### src/rtl/core/hrba_pkg.sv
// Shared types and constants of the heart rate beat averager.
// No dependencies.
`timescale 1ns / 1ps

package hrba_pkg;

   localparam int DEF_RATE_SLOTS = 4;

   localparam int IR_W    = 18;
   localparam int TIME_W  = 32;
   localparam int RATE_W  = 16;
   localparam int MINB_W  = 8;
   localparam int MAXB_W  = 9;
   localparam int CSR_IDX_W  = 2;
   localparam int CSR_DATA_W = 18;

   // serial divider: dividend and divisor widths, one quotient bit per cycle
   localparam int DIV_N_W   = 24;
   localparam int DIV_D_W   = 32;
   localparam int DIV_CNT_W = $clog2(DIV_N_W);

   // range test products: 17-bit clamped interval times 9-bit bpm bound
   localparam int IVL_W  = 17;
   localparam int PROD_W = IVL_W + MAXB_W;

   localparam logic [DIV_N_W-1:0] RATE_NUM   = 24'd15360000;
   localparam logic [PROD_W-1:0]  BPM_NUM    = 26'd60000;
   localparam logic [IVL_W-1:0]   IVL_CLAMP  = 17'h10000;

   localparam logic [IR_W-1:0]   RST_THRESHOLD = 18'd50000;
   localparam logic [MINB_W-1:0] RST_MIN_BPM   = 8'd20;
   localparam logic [MAXB_W-1:0] RST_MAX_BPM   = 9'd255;

   localparam logic [CSR_IDX_W-1:0] CSR_THRESHOLD = 2'd0;
   localparam logic [CSR_IDX_W-1:0] CSR_MIN_BPM   = 2'd1;
   localparam logic [CSR_IDX_W-1:0] CSR_MAX_BPM   = 2'd2;

   typedef enum logic [2:0] {
      ST_IDLE,
      ST_EVAL,
      ST_DIV_RATE,
      ST_SUM,
      ST_DIV_AVG,
      ST_EMIT
   } state_type;

   typedef struct packed {
      logic               start;
      logic [DIV_N_W-1:0] dividend;
      logic [DIV_D_W-1:0] divisor;
   } div_req_type;

   typedef struct packed {
      logic               done;
      logic [DIV_N_W-1:0] quotient;
   } div_rsp_type;

endpackage

### src/rtl/core/hrba_sdiv.sv
// Bit-serial restoring divider, one quotient bit per cycle.
// Uses hrba_pkg for widths and the request/response structs.
`timescale 1ns / 1ps

module hrba_sdiv (
   input  logic                 clock,
   input  logic                 reset,
   input  hrba_pkg::div_req_type div_req,
   output hrba_pkg::div_rsp_type div_rsp
);

   logic [hrba_pkg::DIV_D_W-1:0]   rem_ff, rem_in;
   logic [hrba_pkg::DIV_N_W-1:0]   quo_ff, quo_in;
   logic [hrba_pkg::DIV_D_W-1:0]   dvs_ff, dvs_in;
   logic [hrba_pkg::DIV_CNT_W-1:0] cnt_ff, cnt_in;
   logic                           busy_ff, busy_in;
   logic                           done_ff, done_in;
   logic [hrba_pkg::DIV_D_W:0]     shifted;
   logic [hrba_pkg::DIV_D_W+1:0]   diff;

   assign shifted = {rem_ff, quo_ff[hrba_pkg::DIV_N_W-1]};
   assign diff    = {1'b0, shifted} - {2'b00, dvs_ff};

   always_comb begin
      rem_in  = rem_ff;
      quo_in  = quo_ff;
      dvs_in  = dvs_ff;
      cnt_in  = cnt_ff;
      busy_in = busy_ff;
      done_in = 1'b0;
      if (div_req.start) begin
         rem_in  = '0;
         quo_in  = div_req.dividend;
         dvs_in  = div_req.divisor;
         cnt_in  = '0;
         busy_in = 1'b1;
      end else if (busy_ff) begin
         if (diff[hrba_pkg::DIV_D_W+1]) begin
            rem_in = shifted[hrba_pkg::DIV_D_W-1:0];
            quo_in = {quo_ff[hrba_pkg::DIV_N_W-2:0], 1'b0};
         end else begin
            rem_in = diff[hrba_pkg::DIV_D_W-1:0];
            quo_in = {quo_ff[hrba_pkg::DIV_N_W-2:0], 1'b1};
         end
         cnt_in = cnt_ff + hrba_pkg::DIV_CNT_W'(1);
         if (cnt_ff == hrba_pkg::DIV_CNT_W'(hrba_pkg::DIV_N_W - 1)) begin
            busy_in = 1'b0;
            done_in = 1'b1;
         end
      end
   end

   always_ff @(posedge clock) begin
      if (reset) begin
         busy_ff <= 1'b0;
         done_ff <= 1'b0;
      end else begin
         busy_ff <= busy_in;
         done_ff <= done_in;
      end
      rem_ff <= rem_in;
      quo_ff <= quo_in;
      dvs_ff <= dvs_in;
      cnt_ff <= cnt_in;
   end

   assign div_rsp.done     = done_ff;
   assign div_rsp.quotient = quo_ff;

endmodule

### src/rtl/core/heart_rate_beat_averager_top.sv
// Heart rate beat averager: beat intervals to Q8.8 BPM, averaged over a ring of rates.
// Uses hrba_pkg and hrba_sdiv (shared bit-serial divider).
// One item is worked on at a time. An item with no beat, a first beat, a zero interval or
// an absent finger goes from evaluation straight to the result. A beat that yields a rate
// uses the shared bit-serial divider for the rate; an out-of-range rate then goes to the
// result, while an in-range rate enters the ring, the filled slots are summed and the
// divider forms their mean. The range products are formed bit-serially while the rate
// divide runs. A finished result waits in the output register while the next item is
// accepted; a second result stalls the block until the first is taken.
`timescale 1ns / 1ps

module heart_rate_beat_averager_top #(
   parameter int RATE_SLOTS = hrba_pkg::DEF_RATE_SLOTS
) (
   input  logic                             clock,
   input  logic                             reset,
   input  logic                             req_valid,
   output logic                             req_ready,
   input  logic [hrba_pkg::IR_W-1:0]        req_ir_sample,
   input  logic                             req_beat,
   input  logic [hrba_pkg::TIME_W-1:0]      req_time_ms,
   output logic                             rsp_valid,
   input  logic                             rsp_ready,
   output logic                             rsp_present,
   output logic [hrba_pkg::RATE_W-1:0]      rsp_avg_bpm,
   output logic [hrba_pkg::RATE_W-1:0]      rsp_beat_bpm,
   output logic                             rsp_accepted,
   input  logic                             csr_valid,
   output logic                             csr_ready,
   input  logic [hrba_pkg::CSR_IDX_W-1:0]   csr_index,
   input  logic [hrba_pkg::CSR_DATA_W-1:0]  csr_data
);

   localparam int IDX_W = (RATE_SLOTS > 1) ? $clog2(RATE_SLOTS) : 1;
   localparam int CNT_W = $clog2(RATE_SLOTS + 1);
   localparam int SUM_W = hrba_pkg::RATE_W + CNT_W;

   hrba_pkg::state_type state_ff, state_in;

   logic [hrba_pkg::IR_W-1:0]   thr_ff, thr_in;
   logic [hrba_pkg::MINB_W-1:0] minb_ff, minb_in;
   logic [hrba_pkg::MAXB_W-1:0] maxb_ff, maxb_in;

   logic                          present_ff, present_in;
   logic                          beat_ff, beat_in;
   logic [hrba_pkg::TIME_W-1:0]   time_ff, time_in;

   logic [hrba_pkg::RATE_W-1:0]   slots_ff [RATE_SLOTS];
   logic [IDX_W-1:0]              wr_ff, wr_in;
   logic [CNT_W-1:0]              filled_ff, filled_in;
   logic [hrba_pkg::TIME_W-1:0]   last_ff, last_in;
   logic                          seen_ff, seen_in;
   logic [hrba_pkg::RATE_W-1:0]   avg_ff, avg_in;
   logic [hrba_pkg::RATE_W-1:0]   inst_ff, inst_in;
   logic                          accflag_ff, accflag_in;

   logic [hrba_pkg::PROD_W-1:0]   mcand_ff, mcand_in;
   logic [hrba_pkg::MAXB_W-1:0]   minsh_ff, minsh_in;
   logic [hrba_pkg::MAXB_W-1:0]   maxsh_ff, maxsh_in;
   logic [hrba_pkg::PROD_W-1:0]   minacc_ff, minacc_in;
   logic [hrba_pkg::PROD_W-1:0]   maxacc_ff, maxacc_in;

   logic [SUM_W-1:0]              sum_ff, sum_in;
   logic [IDX_W-1:0]              k_ff, k_in;

   logic                          rsp_valid_ff, rsp_valid_in;
   logic                          rsp_present_ff, rsp_present_in;
   logic [hrba_pkg::RATE_W-1:0]   rsp_avg_ff, rsp_avg_in;
   logic [hrba_pkg::RATE_W-1:0]   rsp_beat_ff, rsp_beat_in;
   logic                          rsp_acc_ff, rsp_acc_in;

   hrba_pkg::div_req_type         div_req;
   hrba_pkg::div_rsp_type         div_rsp;

   logic [hrba_pkg::TIME_W-1:0]   delta;
   logic [hrba_pkg::IVL_W-1:0]    ivl;
   logic                          eval_div;
   logic [hrba_pkg::RATE_W-1:0]   inst_calc;
   logic                          in_range;
   logic [SUM_W-1:0]              sum_next;
   logic                          last_k;
   logic                          emit_ok;
   logic                          slot_we;

   assign delta     = time_ff - last_ff;
   assign ivl       = (|delta[hrba_pkg::TIME_W-1:hrba_pkg::IVL_W-1]) ? hrba_pkg::IVL_CLAMP
                      : {1'b0, delta[hrba_pkg::IVL_W-2:0]};
   assign eval_div  = present_ff && beat_ff && seen_ff && (delta != '0);
   assign inst_calc = (|div_rsp.quotient[hrba_pkg::DIV_N_W-1:hrba_pkg::RATE_W]) ? '1
                      : div_rsp.quotient[hrba_pkg::RATE_W-1:0];
   assign in_range  = (minacc_ff < hrba_pkg::BPM_NUM) && (maxacc_ff > hrba_pkg::BPM_NUM);
   assign sum_next  = sum_ff + SUM_W'(slots_ff[k_ff]);
   assign last_k    = (CNT_W'(k_ff) + CNT_W'(1)) == filled_ff;

   hrba_sdiv u_sdiv (
      .clock   (clock),
      .reset   (reset),
      .div_req (div_req),
      .div_rsp (div_rsp)
   );

   // next state
   always_comb begin
      state_in = state_ff;
      unique case (state_ff)
         hrba_pkg::ST_IDLE:     if (req_valid) state_in = hrba_pkg::ST_EVAL;
         hrba_pkg::ST_EVAL:     state_in = eval_div ? hrba_pkg::ST_DIV_RATE : hrba_pkg::ST_EMIT;
         hrba_pkg::ST_DIV_RATE: begin
            if (div_rsp.done) state_in = in_range ? hrba_pkg::ST_SUM : hrba_pkg::ST_EMIT;
         end
         hrba_pkg::ST_SUM:      if (last_k) state_in = hrba_pkg::ST_DIV_AVG;
         hrba_pkg::ST_DIV_AVG:  if (div_rsp.done) state_in = hrba_pkg::ST_EMIT;
         hrba_pkg::ST_EMIT:     if (emit_ok) state_in = hrba_pkg::ST_IDLE;
         default:               state_in = hrba_pkg::ST_IDLE;
      endcase
   end

   // control outputs
   always_comb begin
      req_ready        = 1'b0;
      emit_ok          = 1'b0;
      slot_we          = 1'b0;
      div_req.start    = 1'b0;
      div_req.dividend = hrba_pkg::RATE_NUM;
      div_req.divisor  = delta;
      unique case (state_ff)
         hrba_pkg::ST_IDLE:     req_ready = 1'b1;
         hrba_pkg::ST_EVAL:     div_req.start = eval_div;
         hrba_pkg::ST_DIV_RATE: slot_we = div_rsp.done && in_range;
         hrba_pkg::ST_SUM: begin
            div_req.start    = last_k;
            div_req.dividend = hrba_pkg::DIV_N_W'(sum_next);
            div_req.divisor  = hrba_pkg::DIV_D_W'(filled_ff);
         end
         hrba_pkg::ST_DIV_AVG:  ;
         hrba_pkg::ST_EMIT:     emit_ok = !rsp_valid_ff || rsp_ready;
         default:               ;
      endcase
   end

   // configuration
   always_comb begin
      thr_in  = thr_ff;
      minb_in = minb_ff;
      maxb_in = maxb_ff;
      if (csr_valid) begin
         unique case (csr_index)
            hrba_pkg::CSR_THRESHOLD: thr_in  = csr_data;
            hrba_pkg::CSR_MIN_BPM:   minb_in = csr_data[hrba_pkg::MINB_W-1:0];
            hrba_pkg::CSR_MAX_BPM:   maxb_in = csr_data[hrba_pkg::MAXB_W-1:0];
            default:                 ;
         endcase
      end
   end

   // datapath
   always_comb begin
      present_in = present_ff;
      beat_in    = beat_ff;
      time_in    = time_ff;
      wr_in      = wr_ff;
      filled_in  = filled_ff;
      last_in    = last_ff;
      seen_in    = seen_ff;
      avg_in     = avg_ff;
      inst_in    = inst_ff;
      accflag_in = accflag_ff;
      sum_in     = sum_ff;
      k_in       = k_ff;
      mcand_in   = mcand_ff << 1;
      minsh_in   = minsh_ff >> 1;
      maxsh_in   = maxsh_ff >> 1;
      minacc_in  = minsh_ff[0] ? minacc_ff + mcand_ff : minacc_ff;
      maxacc_in  = maxsh_ff[0] ? maxacc_ff + mcand_ff : maxacc_ff;

      if (state_ff == hrba_pkg::ST_IDLE && req_valid) begin
         present_in = req_ir_sample > thr_ff;
         beat_in    = req_beat;
         time_in    = req_time_ms;
      end

      if (state_ff == hrba_pkg::ST_EVAL) begin
         accflag_in = 1'b0;
         mcand_in   = hrba_pkg::PROD_W'(ivl);
         minsh_in   = hrba_pkg::MAXB_W'(minb_ff);
         maxsh_in   = maxb_ff;
         minacc_in  = '0;
         maxacc_in  = '0;
         if (!present_ff) begin
            wr_in     = '0;
            filled_in = '0;
            last_in   = '0;
            seen_in   = 1'b0;
            avg_in    = '0;
            inst_in   = '0;
         end else if (beat_ff) begin
            seen_in = 1'b1;
            last_in = time_ff;
         end
      end

      if (state_ff == hrba_pkg::ST_DIV_RATE && div_rsp.done) begin
         inst_in = inst_calc;
         if (in_range) begin
            wr_in      = (wr_ff == IDX_W'(RATE_SLOTS - 1)) ? '0 : wr_ff + IDX_W'(1);
            filled_in  = (filled_ff == CNT_W'(RATE_SLOTS)) ? filled_ff
                         : filled_ff + CNT_W'(1);
            accflag_in = 1'b1;
            sum_in     = '0;
            k_in       = '0;
         end
      end

      if (state_ff == hrba_pkg::ST_SUM) begin
         sum_in = sum_next;
         k_in   = k_ff + IDX_W'(1);
      end

      if (state_ff == hrba_pkg::ST_DIV_AVG && div_rsp.done) begin
         avg_in = div_rsp.quotient[hrba_pkg::RATE_W-1:0];
      end
   end

   // result register
   always_comb begin
      rsp_valid_in   = rsp_valid_ff && !rsp_ready;
      rsp_present_in = rsp_present_ff;
      rsp_avg_in     = rsp_avg_ff;
      rsp_beat_in    = rsp_beat_ff;
      rsp_acc_in     = rsp_acc_ff;
      if (emit_ok) begin
         rsp_valid_in   = 1'b1;
         rsp_present_in = present_ff;
         rsp_avg_in     = avg_ff;
         rsp_beat_in    = inst_ff;
         rsp_acc_in     = accflag_ff;
      end
   end

   always_ff @(posedge clock) begin
      if (reset) begin
         state_ff     <= hrba_pkg::ST_IDLE;
         thr_ff       <= hrba_pkg::RST_THRESHOLD;
         minb_ff      <= hrba_pkg::RST_MIN_BPM;
         maxb_ff      <= hrba_pkg::RST_MAX_BPM;
         wr_ff        <= '0;
         filled_ff    <= '0;
         last_ff      <= '0;
         seen_ff      <= 1'b0;
         avg_ff       <= '0;
         inst_ff      <= '0;
         rsp_valid_ff <= 1'b0;
      end else begin
         state_ff     <= state_in;
         thr_ff       <= thr_in;
         minb_ff      <= minb_in;
         maxb_ff      <= maxb_in;
         wr_ff        <= wr_in;
         filled_ff    <= filled_in;
         last_ff      <= last_in;
         seen_ff      <= seen_in;
         avg_ff       <= avg_in;
         inst_ff      <= inst_in;
         rsp_valid_ff <= rsp_valid_in;
      end
      present_ff     <= present_in;
      beat_ff        <= beat_in;
      time_ff        <= time_in;
      accflag_ff     <= accflag_in;
      mcand_ff       <= mcand_in;
      minsh_ff       <= minsh_in;
      maxsh_ff       <= maxsh_in;
      minacc_ff      <= minacc_in;
      maxacc_ff      <= maxacc_in;
      sum_ff         <= sum_in;
      k_ff           <= k_in;
      rsp_present_ff <= rsp_present_in;
      rsp_avg_ff     <= rsp_avg_in;
      rsp_beat_ff    <= rsp_beat_in;
      rsp_acc_ff     <= rsp_acc_in;
      if (slot_we) begin
         slots_ff[wr_ff] <= inst_calc;
      end
   end

   assign csr_ready    = 1'b1;
   assign rsp_valid    = rsp_valid_ff;
   assign rsp_present  = rsp_present_ff;
   assign rsp_avg_bpm  = rsp_avg_ff;
   assign rsp_beat_bpm = rsp_beat_ff;
   assign rsp_accepted = rsp_acc_ff;

endmodule

### config.mk
export PLATFORM = sky130hd
export DESIGN_NAME = heart_rate_beat_averager_top
export DESIGN_NICKNAME = d
export VERILOG_FILES = /design/src/rtl/core/hrba_pkg.sv /design/src/rtl/core/hrba_sdiv.sv /design/src/rtl/core/heart_rate_beat_averager_top.sv
export SDC_FILE = /design/constraint.sdc
export NUM_CORES = 1
export LEC_CHECK = 0
export BUFFER_PORTS_ARGS = -buffer_cell sky130_fd_sc_hd__buf_4
export CELL_PAD_IN_SITES_DETAIL_PLACEMENT = 1
export CELL_PAD_IN_SITES_GLOBAL_PLACEMENT = 1
export CORE_ASPECT_RATIO = 2
export CORE_UTILIZATION = 44
export DETAILED_ROUTE_END_ITERATION = 8
export PLACE_DENSITY = 0.79
export SYNTH_ARGS = -nofsm -noshare
export SYNTH_HDL_FRONTEND = slang
export SYNTH_SLANG_ARGS = --single-unit
### constraint.sdc
create_clock -name clock -period 4.7 [get_ports clock]
set_input_delay 0.235 -clock clock [delete_from_list [all_inputs] [get_ports clock]]
set_output_delay 0.235 -clock clock [all_outputs]
set_load 0.005 [all_outputs]
# Word-level counts from Yosys, hierarchy flattened
# Memories as Yosys holds them, arrays and structs flattened. A register that Yosys moved wholly into a read port is not among the register bits.
# Index checks and enable logic that the tools add are counted.
[classes]
n_eq_ne = 20
n_reduce_logical = 32
n_bitwise = 2
n_mux = 57
n_lt_le_gt_ge = 3
add_sub_neg = 10
[op_table]
columns = ["operator", "n"]
rows = [
  ["two-way mux 32 bit", 3],
  ["two-way mux 16 bit", 5],
  ["two-way mux 19 bit", 3],
  ["two-way mux 56 bit", 1],
  ["adder 26 bit", 2],
  ["two-way mux 24 bit", 2],
  ["two-way mux 3 bit", 12],
  ["two-way mux 17 bit", 2],
  ["subtractor 33 x 32 -> 34 bit", 1],
  ["nonzero test 32 bit", 1],
  ["subtractor 32 bit", 1],
  ["> comparator 26 x 16 -> 1 bit, second input constant", 1],
  ["< comparator 26 x 16 -> 1 bit, second input constant", 1],
  ["adder 19 x 16 -> 19 bit", 1],
  ["> comparator 18 bit", 1],
  ["two-way mux 2 bit", 9],
  ["one-hot mux 3 bit (6 select lines)", 1],
  ["OR reduction 17 bit", 1],
  ["two-way mux 1 bit", 16],
  ["two-way mux 8 bit", 2],
  ["OR reduction 16 bit", 1],
  ["AND reduction 2 bit", 7],
  ["inequality test 2 x 1 -> 1 bit, second input constant", 5],
  ["nonzero test 2 bit", 5],
  ["other kinds (23)", 40],
]
[totals]
mem_bits_rw = 64
memories = 1
in_bits = 76
reg_bits = 390
[mem_list]
columns = ["memory", "depth", "word_bits", "rd", "rd_clocked_by_memory_dff", "write_ports", "line_no", "rtl"]
rows = [
  ["slots_ff", 4, 16, 1, 1, 1, "heart_rate_beat_averager_top.sv:48", "logic [hrba_pkg::RATE_W-1:0] slots_ff [RATE_SLOTS];"],
]

# Longest topological paths before layout
[logic_depth]
depth_word = 6
mapped_depth = 17
depth_no_buf = 15

# Modules after synthesis
# Synthesis repeated with hierarchy kept, for this count alone.
[hier_totals]
hier_cells = 2405
hier_area_um2 = 23831.6
[by_module_without_submodules]
columns = ["module", "seq_area_each_um2", "instances", "area_each_um2", "cells_each"]
rows = [
  ["heart_rate_beat_averager_top", 8738.4, 1, 18338.8, 1867],
  ["hrba_sdiv", 2462.4, 1, 5492.8, 538],
]

# Least setup slack after synthesis
# Ideal clock, no wire load.
[synth_path]
kind = "flip-flop to flip-flop"
from = "register (tool-made name)"
to = "register u_sdiv.quo_ff[16] (netlist name) (data pin)"
synth_period_minus_slack_ns = 4.537
setup_ns = 0.260
required_ns = 4.440
path_buffers = 2
setup_slack_ns = 0.163
arrival_time_ns = 4.277
stages_incl_launch_ff = 17
path_cell_list = "dfxtp_1 > clkbuf_1 > buf_1 > mux4_2 > ha_1 > fa_1 > a21o_1 > a21o_1 > a21oi_1 > o21ai_0 > a41oi_1 > a21oi_1 > a211o_1 > a21o_1 > xnor2_1 > nor2_1 > mux2_4"
[synth_lines]
columns = ["item", "line_no", "rtl"]
rows = [
  ["end signal: assignment", "hrba_sdiv.sv:62", "quo_ff <= quo_in;"],
  ["end: declaration", "hrba_sdiv.sv:13", "logic [hrba_pkg::DIV_N_W-1:0] quo_ff, quo_in;"],
]

# Worst setup path in the final report
[layout_path]
from = "register time_ff[0] (netlist name)"
to = "register u_sdiv.quo_ff[2] (netlist name) (data pin)"
[layout_via]
elab_chain_len = 5
[layout_lines]
columns = ["item", "line_no", "rtl"]
rows = [
  ["start: declaration", "heart_rate_beat_averager_top.sv:46", "logic [hrba_pkg::TIME_W-1:0] time_ff, time_in;"],
  ["start signal: assignment", "heart_rate_beat_averager_top.sv:268", "time_ff <= time_in;"],
  ["subtractor 32 bit", "heart_rate_beat_averager_top.sv:85", "assign delta = time_ff - last_ff;"],
  ["nonzero test 32 bit", "heart_rate_beat_averager_top.sv:88", "assign eval_div = present_ff && beat_ff && seen_ff && (delta != '0);"],
  ["logical AND 1 bit", "heart_rate_beat_averager_top.sv:88", ""],
  ["one-hot mux 1 bit (2 select lines)", "heart_rate_beat_averager_top.sv:126", "unique case (state_ff)"],
  ["two-way mux 24 bit", "hrba_sdiv.sv:31", "if (div_req.start) begin"],
  ["net u_sdiv.quo_in, one bit", "hrba_sdiv.sv:13", ""],
]
# The timed path passes the listed nets, and every way through them passes these cells.
# A chain may end at the register's enable or synchronous reset.

==> reports/qor.csv <==
stage,metric,value,unit
placed_design,post-DP HPWL,49600,µm
clocking,CTS tree,built,
placed_design,worst slack at placement,0.239,ns
synth,Post-synth EDFFs,209,
worst_setup_path,Critical Path RT,5.04,ns
clocking,CTS max path bufs,3,
synth,sequential share of the synthesized area,47.3,%
cells_and_area,share of cells above drive strength 1,11.5,%
die,initial core utilization,44.5,%
placed_design,PortBufs,111,
clocking,H-tree Lvls,2,
cells_and_area,design area,27200,µm²
job,MaxCap Viol Count,0,
worst_setup_path,CP endpoint kind,flop,
timing,setup violators final,0,
pwr,Power Total,11.3,mW
grt,GR met1 Demand/Resource,24.3,%
cells_and_area,final net count,2777,
run_status,run status,finished with violations,
die,row count,120,
detailed_routing,Routed Antenna Nets,0,
worst_setup_path,crit path kind,reg -> reg,
cells_and_area,"commonest non-fill, non-tap cells in the layout","nand2_1 (250), dfxtp_1 (245), nor2_1 (221)",
grt,met3 usage,2.71,%
detailed_routing,Vias,18800,
die,top-level port count,113,
pwr,pwr/cell area,415,nW/µm²
timing,fmax,0.228,GHz
detailed_routing,first-pass detailed-route iteration total,9,
detailed_routing,routed vias/inst,5.80,
timing,Slew @ Worst Pin,1.09,ns
synth,Netlist cell types,91,
clocking,clk slew on worst S/H paths,0.07,ns
die,Die ar.,54800,µm²
run_status,failing checks,DRC,
synth,async set-or-reset flop fraction in the synthesized netlist,0,%
timing,TNS Setup,0,ns
cells_and_area,area grow syn2layout,14.7,%
synth,register bit total from synthesis,455,
synth,Yosys Warn Count,0,
pwr,Worst VDD drop,0.342,mV
timing,Final Max Tran Viols,0,
synth,post-synth net total,2640,
timing,Worst Skew,0.0242,ns
cells_and_area,"commonest non-fill, non-tap cell in the layout",nand2_1,
worst_hold_path,Worst Hold Class,in -> reg,
die,CORE AREA,53300,µm²
synth,Most used DFF post-synth,dfxtp_1,
grt,routing usage on met2,50.4,%
placed_design,gpl congestion,0.885,
clocking,CTS Buf Count,42,
grt,GRT Total Usage,24.9,%
detailed_routing,Avg WL per Cell,20.9,µm
clocking,Clock Sinks,455,
detailed_routing,Final Routed Wirelength,67900,µm
timing,final hold vios,0,
synth,Mapped Area,23700,µm²
clocking,post_cts resized,0,
cells_and_area,antenna fix cells,0,
timing,crit path time final,4.38,ns
timing,crit share post-route,93.1,%
grt,initial antenna violation count,0,
worst_setup_path,critical path peak fanout,29,
clocking,clock latency on the worst-skew pair,0.59,ns
grt,first-pass GRT wire length,108000,µm
timing,setup ws final,0.323,ns
placed_design,Placed Cells,3116,
synth,cells after synthesis,2404,
timing,Max-slew headroom,25.4,%
pwr,Pleak,10.8,nW
grt,largest net degree at the start of global routing,61,
worst_setup_path,CP arrival,4.71,ns
grt,grt total ovfl,0,
placed_design,placed cell area,25200,µm²
worst_setup_path,crit path launch type,flop,
detailed_routing,drt drc,3,
die,Die Ht,330,µm
detailed_routing,DRT iter0 DRCs,746,
grt,vias in the first global route,20500,
grt,GR peak layer,met2,
die,Die Wd,166,µm
cells_and_area,Final Non-Filler Cells,3246,
synth,Syn Area/Cell,9.86,µm²
timing,RSZ-0062 raised after global routing,no,
clocking,Root Buffer,clkbuf_16,
worst_setup_path,R2R Setup Slk,0.32,ns
[where the power goes]
| group | total [mW] | internal [mW] | switching [mW] |
|---|---|---|---|
| Sequential | 4.70 | 4.45 | 0.248 |
| Combinational | 2.99 | 1.23 | 1.76 |
| Clock | 3.60 | 1.97 | 1.63 |
[worst max-delay path, stage by stage, from the launching register on]
cell       delay [ns]
edfxtp_1         0.35
inv_1            0.05
ha_1             0.22
fa_1             0.41
nor2b_1          0.24
o31a_1           0.23
o211ai_2         0.15
a21oi_2          0.23
o211ai_1         0.18
a2bb2oi_1        0.16
or3_1            0.36
a2111oi_4        0.40
nand4_1          0.13
buf_4            0.17
a21oi_2          0.16
inv_2            0.05
buf_4            0.26
mux2_1           0.37
[timing repair]
action	CTS	global route
setup buffers	0	1
hold buffers	51	0
endpoints found under the hold margin	68	0
endpoints found under the setup margin	0	38
[final timing paths]
kind	startpoint	depth (start not counted)	endpoint
max	time_ff[0]$_DFFE_PP_	17	u_sdiv.quo_ff[2]$_DFFE_PP_
min	csr_index[1]	4	thr_ff[5]$_SDFFE_PP0P_
max reg2reg	time_ff[0]$_DFFE_PP_	17	u_sdiv.quo_ff[2]$_DFFE_PP_
min reg2reg	maxsh_ff[4]$_DFF_P_	2	maxsh_ff[3]$_DFF_P_
[sequential cells by signal, indices dropped and copies added (netlist names), 8 cells and up, named ones only]
name / flops
minsh_ff: 8
mcand_ff: 26
maxacc_ff: 26
u_sdiv.dvs_ff: 32
minacc_ff: 26
rsp_avg_bpm: 16
slots_ff: 64
maxsh_ff: 9
sum_ff: 19
thr_ff: 18
u_sdiv.quo_ff: 24
minb_ff: 8
last_ff: 32
avg_ff: 16
inst_ff: 16
rsp_beat_bpm: 16
u_sdiv.rem_ff: 32
time_ff: 32
maxb_ff: 9
[cells in the mapped netlist, drive strengths merged, types with 6 or more instances]
cell type | count | area (µm²)
a2111oi | 6 | 77.6
a211oi | 30 | 225
a21o | 65 | 488
a21oi | 179 | 903
a22oi | 34 | 255
a31oi | 13 | 81.3
and2 | 36 | 225
and3 | 21 | 131
and4 | 6 | 52.6
buf | 19 | 103
clkbuf | 82 | 308
dfxtp | 246 | 4920
edfxtp | 209 | 6280
ha | 155 | 1940
inv | 131 | 492
mux2 | 17 | 236
mux2i | 48 | 480
mux4 | 16 | 360
nand2 | 250 | 938
nand2b | 28 | 175
nand3 | 73 | 365
nand3b | 6 | 45.0
nand4 | 17 | 106
nor2 | 221 | 830
nor2b | 18 | 113
nor3 | 41 | 205
nor3b | 6 | 45.0
nor4 | 8 | 50.1
o211a | 15 | 150
o211ai | 29 | 228
o21a | 32 | 240
o21ai | 90 | 454
o21bai | 11 | 82.6
o31a | 9 | 78.8
o31ai | 11 | 82.6
or2 | 23 | 144
or3 | 17 | 111
xnor2 | 61 | 534
xor2 | 42 | 368
[per-stage QoR]
step | hold WS (ns) | util, %
2_1_floorplan | 0.334 | -
3_3_place_gp | 0.408 | 47.3
3_5_place_dp | 0.415 | 47.3
4_1_cts | 0.0407 | 51.0
5_1_grt | 0.0910 | 51.0
6_report | 0.0702 | 51.0
[cells by family (layout without fill, tap and decap cells)]
group	count (synthesis)	after routing	synth area share, %
AND/OR/NAND/NOR	785	785	15.5
AO/OA/AOI/OAI	585	585	16.4
flip-flops	455	455	47.3
buffers and inverters	234	405	3.84
adder cells (fa/ha/maj)	160	160	8.61
XOR/XNOR	103	103	3.81
multiplexers	81	81	4.55
other	1	1	0.0158
[area by class of cell]
| class | instances | area (µm²) |
|---|---|---|
| clock buffer | 57 | 1220 |
| clock inverter | 21 | 209 |
| fill | 5845 | 26100 |
| inverter | 133 | 499 |
| multi-input combinational | 1715 | 11600 |
| sequential | 455 | 11200 |
| tap | 671 | 840 |
| timing repair buffer | 194 | 1580 |
[metal layers]
| metal | routed length, µm | vias to the layer above | share of wire (%) |
|---|---|---|---|
| met3 | 1990 | 173 | 2.9 |
| met5 | 0 | - | 0 |
| li1 | - | 8908 | - |
| met4 | 3640 | 0 | 5.4 |
| met1 | 24200 | 9379 | 36 |
| met2 | 38100 | 361 | 56 |
Power figures use the tool's default switching activity.
